[config.mk]
export PLATFORM = sky130hd
export DESIGN_NAME = dither_noise_shaping_requantizer_unit_flat
export DESIGN_NICKNAME = d
export VERILOG_FILES = /design/src/sv/dnsr_pkg.sv /design/src/sv/dnsr_if.sv /design/src/sv/dither_noise_shaping_requantizer_unit.sv /design/src/sv/dnsr_quant.sv /design/src/flat_wrapper.sv
export SDC_FILE = /design/constraint.sdc
export NUM_CORES = 1
export LEC_CHECK = 0
export ABC_AREA = 1
export BUFFER_PORTS_ARGS = -buffer_cell sky130_fd_sc_hd__buf_2
export CAP_MARGIN = 30
export CORE_MARGIN = 4
export CORE_UTILIZATION = 40
export CTS_CLUSTER_SIZE = 12
export DETAILED_ROUTE_END_ITERATION = 6
export PLACE_DENSITY = 0.57
export SYNTH_ARGS = -nofsm -noshare
export SYNTH_HDL_FRONTEND = slang
export SYNTH_SLANG_ARGS = --single-unit
[constraint.sdc]
create_clock -name i_clk -period 11.33 [get_ports i_clk]
set_input_delay 0.5665 -clock i_clk [delete_from_list [all_inputs] [get_ports i_clk]]
set_output_delay 0.5665 -clock i_clk [all_outputs]
set_load 0.1 [all_outputs]
[src/sv/dnsr_pkg.sv]
package dnsr_pkg;

    localparam int SampleW = 16;
    localparam int RandW   = 8;
    localparam int ByteW   = 8;
    localparam int ErrW    = 14;

    // Offset sum and error, wide enough for the sample, dither and carried error.
    localparam int SumW    = 18;
    localparam int ScaledW = SumW + 4;

    // x / 10 == (x * 52429) >> 19 holds exactly for 0 <= x <= 81919.
    localparam int MagW       = 17;
    localparam int RecipW     = 16;
    localparam int RecipShift = 19;
    localparam int ProdW      = MagW + RecipW;

    localparam logic [RecipW-1:0] Recip10  = RecipW'(52429);
    localparam logic [SumW-1:0]   Offset   = SumW'(32768);
    localparam logic [ByteW-1:0]  ByteMax  = '1;
    localparam logic [ByteW-1:0]  ByteMin  = '0;

    typedef logic signed [ErrW-1:0] t_err;

    typedef struct packed {
        logic signed [SampleW-1:0] sample;
        logic [RandW-1:0]          rand_a;
        logic [RandW-1:0]          rand_b;
    } t_in_item;

    typedef struct packed {
        logic [ByteW-1:0] out_byte;
        t_err             next_err;
    } t_quant_res;

endpackage

[src/sv/dnsr_if.sv]
interface dnsr_in_if;
    import dnsr_pkg::*;

    logic                      valid;
    logic                      ready;
    logic signed [SampleW-1:0] sample;
    logic [RandW-1:0]          rand_a;
    logic [RandW-1:0]          rand_b;

    modport source (output valid, output sample, output rand_a, output rand_b, input ready);
    modport sink   (input valid, input sample, input rand_a, input rand_b, output ready);
endinterface

interface dnsr_out_if;
    import dnsr_pkg::*;

    logic             valid;
    logic             ready;
    logic [ByteW-1:0] out_byte;

    modport source (output valid, output out_byte, input ready);
    modport sink   (input valid, input out_byte, output ready);
endinterface

[src/sv/dither_noise_shaping_requantizer_unit.sv]
// An accepted item is held in the input register, then moves into the result register once
// that is free or being read: two register stages (input register, result register).
// Throughput: one item per cycle unless the result stalls; the carried error updates per item.
// The input stays ready while a finished result waits, as long as the input register is free.
// Reset (synchronous, active low) empties both stages and clears the carried error to zero.
module dither_noise_shaping_requantizer_unit
    import dnsr_pkg::*;
(
    input  logic          i_clk,
    input  logic          i_rst_n,
    dnsr_in_if.sink       i_in,
    dnsr_out_if.source    o_out
);

    logic             r_in_valid;
    logic             n_in_valid;
    t_in_item         r_in_item;
    logic             r_out_valid;
    logic             n_out_valid;
    logic [ByteW-1:0] r_out_byte;
    t_err             r_err;
    logic             w_advance;
    logic             w_in_take;
    t_in_item         w_in_item;
    t_quant_res       w_res;

    assign w_advance = r_in_valid && (!r_out_valid || o_out.ready);
    assign i_in.ready = !r_in_valid || w_advance;
    assign w_in_take = i_in.valid && i_in.ready;

    assign w_in_item.sample = i_in.sample;
    assign w_in_item.rand_a = i_in.rand_a;
    assign w_in_item.rand_b = i_in.rand_b;

    dnsr_quant u_quant (
        .i_item (r_in_item),
        .i_err  (r_err),
        .o_res  (w_res)
    );

    always_comb begin
        n_in_valid = w_in_take || (r_in_valid && !w_advance);
        n_out_valid = w_advance || (r_out_valid && !o_out.ready);
    end

    always_ff @(posedge i_clk) begin
        if (!i_rst_n) begin
            r_in_valid  <= 1'b0;
            r_out_valid <= 1'b0;
            r_err       <= '0;
        end else begin
            r_in_valid  <= n_in_valid;
            r_out_valid <= n_out_valid;
            if (w_advance) begin
                r_err <= w_res.next_err;
            end
        end
    end

    always_ff @(posedge i_clk) begin
        if (w_in_take) begin
            r_in_item <= w_in_item;
        end
        if (w_advance) begin
            r_out_byte <= w_res.out_byte;
        end
    end

    assign o_out.valid    = r_out_valid;
    assign o_out.out_byte = r_out_byte;

    a_err_held_on_stall: assert property (@(posedge i_clk) disable iff (!i_rst_n)
        (r_out_valid && !o_out.ready) |=> $stable(r_err))
        else $error("carried error changed while the result was stalled");

    a_err_bounded: assert property (@(posedge i_clk) disable iff (!i_rst_n)
        (r_err >= -t_err'(2295)) && (r_err <= t_err'(4590)))
        else $error("carried error left its reachable range");

    a_item_kept: assert property (@(posedge i_clk) disable iff (!i_rst_n)
        (r_in_valid && !w_advance) |=> (r_in_valid && $stable(r_in_item)))
        else $error("pending item lost from the input register");

    a_reset_empty: assert property (@(posedge i_clk)
        !i_rst_n |=> (!r_out_valid && !r_in_valid && (r_err == '0)))
        else $error("reset did not empty the pipeline");

endmodule

[src/sv/dnsr_quant.sv]
module dnsr_quant
    import dnsr_pkg::*;
(
    input  t_in_item   i_item,
    input  t_err       i_err,
    output t_quant_res o_res
);

    logic signed [SumW-1:0]    w_offs;
    logic [ByteW-1:0]          w_byte;
    logic signed [SumW-1:0]    w_qerr;
    logic signed [ScaledW-1:0] w_scaled;
    logic                      w_neg;
    logic [ScaledW-1:0]        w_mag_full;
    logic [MagW-1:0]           w_mag;
    logic [ProdW-1:0]          w_prod;
    logic [ErrW-1:0]           w_quot;

    always_comb begin
        w_offs = SumW'(i_item.sample)
               + $signed({{(SumW-RandW){1'b0}}, i_item.rand_a})
               - $signed({{(SumW-RandW){1'b0}}, i_item.rand_b})
               + SumW'(i_err)
               + $signed(Offset);

        if (w_offs[SumW-1]) begin
            w_byte = ByteMin;
        end else if (|w_offs[SumW-2:SampleW]) begin
            w_byte = ByteMax;
        end else begin
            w_byte = w_offs[SampleW-1:SampleW-ByteW];
        end

        // The error is measured from the unclamped sum.
        w_qerr   = w_offs - $signed({{(SumW-SampleW){1'b0}}, w_byte, {(SampleW-ByteW){1'b0}}});
        w_scaled = (ScaledW'(w_qerr) <<< 3) + ScaledW'(w_qerr);

        // Divide the magnitude so that the quotient truncates toward zero.
        w_neg      = w_scaled[ScaledW-1];
        w_mag_full = w_neg ? ScaledW'(-w_scaled) : ScaledW'(w_scaled);
        w_mag      = w_mag_full[MagW-1:0];
        w_prod     = ProdW'(w_mag) * ProdW'(Recip10);
        w_quot     = w_prod[RecipShift+ErrW-1:RecipShift];

        o_res.out_byte = w_byte;
        o_res.next_err = w_neg ? t_err'(-w_quot) : t_err'(w_quot);
    end

endmodule

[src/flat_wrapper.sv]
// flat-port wrapper written by rule: the top's interface ports become plain ports
module dither_noise_shaping_requantizer_unit_flat import dnsr_pkg::*;
  (i_clk, i_rst_n, i_in_valid, i_in_sample, i_in_rand_a, i_in_rand_b, i_in_ready, o_out_valid, o_out_out_byte, o_out_ready);
  dnsr_in_if i_in_i ();
  dnsr_out_if o_out_i ();
  input  logic i_clk;
  input  logic i_rst_n;
  input wire logic [$bits(i_in_i.valid)-1:0] i_in_valid;
  input wire logic [$bits(i_in_i.sample)-1:0] i_in_sample;
  input wire logic [$bits(i_in_i.rand_a)-1:0] i_in_rand_a;
  input wire logic [$bits(i_in_i.rand_b)-1:0] i_in_rand_b;
  output wire logic [$bits(i_in_i.ready)-1:0] i_in_ready;
  output wire logic [$bits(o_out_i.valid)-1:0] o_out_valid;
  output wire logic [$bits(o_out_i.out_byte)-1:0] o_out_out_byte;
  input wire logic [$bits(o_out_i.ready)-1:0] o_out_ready;
  assign i_in_i.valid = i_in_valid;
  assign i_in_i.sample = i_in_sample;
  assign i_in_i.rand_a = i_in_rand_a;
  assign i_in_i.rand_b = i_in_rand_b;
  assign i_in_ready = i_in_i.ready;
  assign o_out_valid = o_out_i.valid;
  assign o_out_out_byte = o_out_i.out_byte;
  assign o_out_i.ready = o_out_ready;
  dither_noise_shaping_requantizer_unit u_core (.i_clk(i_clk), .i_rst_n(i_rst_n), .i_in(i_in_i), .o_out(o_out_i));
endmodule
==> impl_metrics.json <==
{
  "min_path_type": "in2reg",
  "dieArea_sq_um": 29570,
  "vias_per_cell": 4.733,
  "cts_buffers": 5,
  "slowest_delay_ns": 0.53,
  "synth-edff-count": 40,
  "rsz0062_at_grt": "true",
  "whs_ns": 0.4326,
  "grt_max_degree": 26,
  "yosysWarningCount": 0,
  "clock_skew_ns": 0.01383,
  "hold_viol": 0,
  "totalWireLength_mm": 29.22,
  "io_buffers": 45,
  "core_sq_um": 26280,
  "fin_area_sq_um": 15030,
  "hold_path_depth": 1,
  "cp_max_fo": 5,
  "grt_pass1_wl_mm": 46.69,
  "antenna_found_initial": 0,
  "reg2reg_depth": 73,
  "cts.clk_slew.worst_paths_ns": 0.08,
  "timing.fmax_mhz": 86.85,
  "layout_common_cells": "inv_1, buf_4, nand2_1, ha_1, fa_1",
  "vias": 9342,
  "io-pin-count": 46,
  "critPathKind": "reg2reg",
  "drc": 0,
  "final_common_cell": "inv_1",
  "path_delay_family": "adder cells",
  "path_buf_inv": 17,
  "outcome": "finished, violations left",
  "crit_arrival_ns": 11.77,
  "drt-pass1-iter-count": 5,
  "gp_congestion": 0.9240,
  "hold_path_end": "u_core.r_in_item[0]$_DFFE_PP_",
  "grt_overflow": 0,
  "dieHeight_um": 172.0,
  "hp-start": "i_in_rand_b[0]",
  "insertedDiodeCount": 0,
  "ys_seq_elements": 56,
  "cts_tree": "yes",
  "r2r_slack_ns": -0.18,
  "nFillCells": 2305,
  "cts.sinks": 56,
  "cp_slowest_cell": "fa_2",
  "grtUsageTotal_pct": 19.67,
  "crit_path_start_kind": "register",
  "area_growth_pct": 39.76,
  "dr.first_iter.drc_count": 416,
  "grt_pass1_vias": 9538,
  "die_x_um": 172.0,
  "routedWlPerCell_um": 14.80,
  "synthFlopType": "edfxtp_1",
  "drtAntennaViolNets": 0,
  "max-slew-margin-rel_pct": 42.95,
  "syn_avg_cell_area_sq_um": 8.067,
  "r2r-end": "u_core.r_err[2]$_SDFFE_PN0P_",
  "layout_setup_ws_ns": -0.1838,
  "syn_area_sq_um": 10750,
  "slew_violations": 0,
  "ctsHoldBuffers": 0,
  "layout_min_cycle_time_ns": 11.51,
  "clk_latency_ns": 0.30,
  "htreeDepth": 2,
  "syn_nets": 1673,
  "cp-end-kind": "register",
  "clockRootBuffer": "clkbuf_16",
  "yosysUniqueCellTypes": 46,
  "max_slew.worst_pin.slew_ns": 0.8480,
  "ys_seq_area_share_pct": 14.15,
  "fin_crit_sh_pct": 101.6,
  "cap_violations": 0,
  "start_util_pct": 40.92,
  "r2r_start": "u_core.r_in_item[8]$_DFFE_PP_",
  "critPathMostFrequentCell": "nand2_1",
  "finalNetCount": 1978,
  "dpl.hpwl_mm": 24.40,
  "violations": "setup timing",
  "rows": 59,
  "final_util_pct": 57.18,
  "finalSetupViolCount": 11,
  "dpl-instance-area_sq_um": 13090,
  "required_ns": 11.58,
  "clk_path_buf_depth": 2,
  "drive_gt1_share_pct": 36.67,
  "syn_inst": 1333,
  "async_reset_ff_share_pct": 0
}
## through the flow
| stage | setup TNS (ns) | instances | setup slack [ns] |
|---|---|---|---|
| final | -1.435 | 1974 | -0.1838 |
| after global placement | -8.941 | 1916 | -0.8619 |
| after floorplan | 0 | 1333 | 0.0003659 |
| after global routing | -10.03 | 1974 | -0.8674 |
| after detailed placement | -9.760 | 1918 | -0.9056 |
| after CTS | -1.995 | 1962 | -0.2430 |
## cells in the mapped netlist, drive strengths merged, types with 4 or more instances
library cell    n  area (sq um)
o21ai          38         190.2
xnor2          26         235.2
o21a            7         52.55
edfxtp         40          1201
a21oi          82         421.7
dfxtp          16         320.3
a31oi          14         87.58
o21bai         12         90.09
xor2           48         450.4
o211ai          4         30.03
nand4          11         81.32
nand3          47         255.3
nor2           73         279.0
nand2         220         920.9
clkbuf          4         15.01
inv           343          1290
ha            206          2577
nor3           14         75.07
nand3b          7         52.55
fa             98          1962
## final cells by class
cell class	instances	area (sq um)	share of cell area [%]
Multi-Input combinational cell	927	9349	62.21
Timing Repair Buffer	304	2282	15.19
Sequential cell	56	1521	10.12
Inverter	344	1305	8.684
Tap cell	335	419.2	2.789
Clock buffer	5	125.1	0.8326
Clock inverter	3	26.28	0.1748
## worst max-delay path by stage
stage	startpoint	end	slack (ns)	cells past startpoint
floorplan	u_core.r_in_item[8]$_DFFE_PP_	u_core.r_err[13]$_SDFFE_PN0P_	0.0004	74
global placement	u_core.r_in_item[8]$_DFFE_PP_	u_core.r_err[11]$_SDFFE_PN0P_	-0.86	75
detailed placement	u_core.r_in_item[8]$_DFFE_PP_	u_core.r_err[11]$_SDFFE_PN0P_	-0.91	76
CTS	u_core.r_in_item[16]$_DFFE_PP_	u_core.r_err[13]$_SDFFE_PN0P_	-0.24	75
global route	u_core.r_in_item[16]$_DFFE_PP_	u_core.r_err[13]$_SDFFE_PN0P_	-0.87	76
finish	u_core.r_in_item[8]$_DFFE_PP_	u_core.r_err[2]$_SDFFE_PN0P_	-0.18	73
## logic make-up after synthesis
logic type / after synthesis / share of synthesized area (%)
compound gates: 169 / 9.030
xor+xnor: 74 / 6.377
fa+ha+maj: 304 / 42.22
buf+inv: 350 / 12.26
flops: 56 / 14.15
simple gates: 380 / 15.96
## worst reg2reg max path, delay by kind of cell, from the launching register on
family / cells / cell delay, ns
simple gates: 28 / 2.73
fa+ha+maj: 16 / 5.15
buf+inv: 17 / 1.41
xor+xnor: 4 / 0.76
flops: 1 / 0.34
compound gates: 8 / 1.08
## what timing repair did
item	4_1_cts	5_1_grt
pin swaps	115	173
cloned	0	0
buffers inserted	37	16
gates resized for setup	128	175
endpoints found under the setup margin	14	14
## per-layer routing
layer	track usage (%)	up-vias	wire length [um]
li1	-	4836	-
met1	27.82	4348	13790
met2	32.52	142	13880
met3	3.452	16	1268
met4	2.632	0	282
met5	0	-	0
## state kept, by name, indices dropped and copies added (netlist names)
| signal | flops |
|---|---|
| u_core.r_in_item | 32 |
| u_core.r_err | 14 |
| u_core.o_out.out_byte | 8 |
| u_core.o_out.valid | 1 |
| u_core.r_in_valid | 1 |
Power is left out: the tool's default activity adds up to more than one toggle a clock period on the data nets, which glitch-free logic cannot reach.
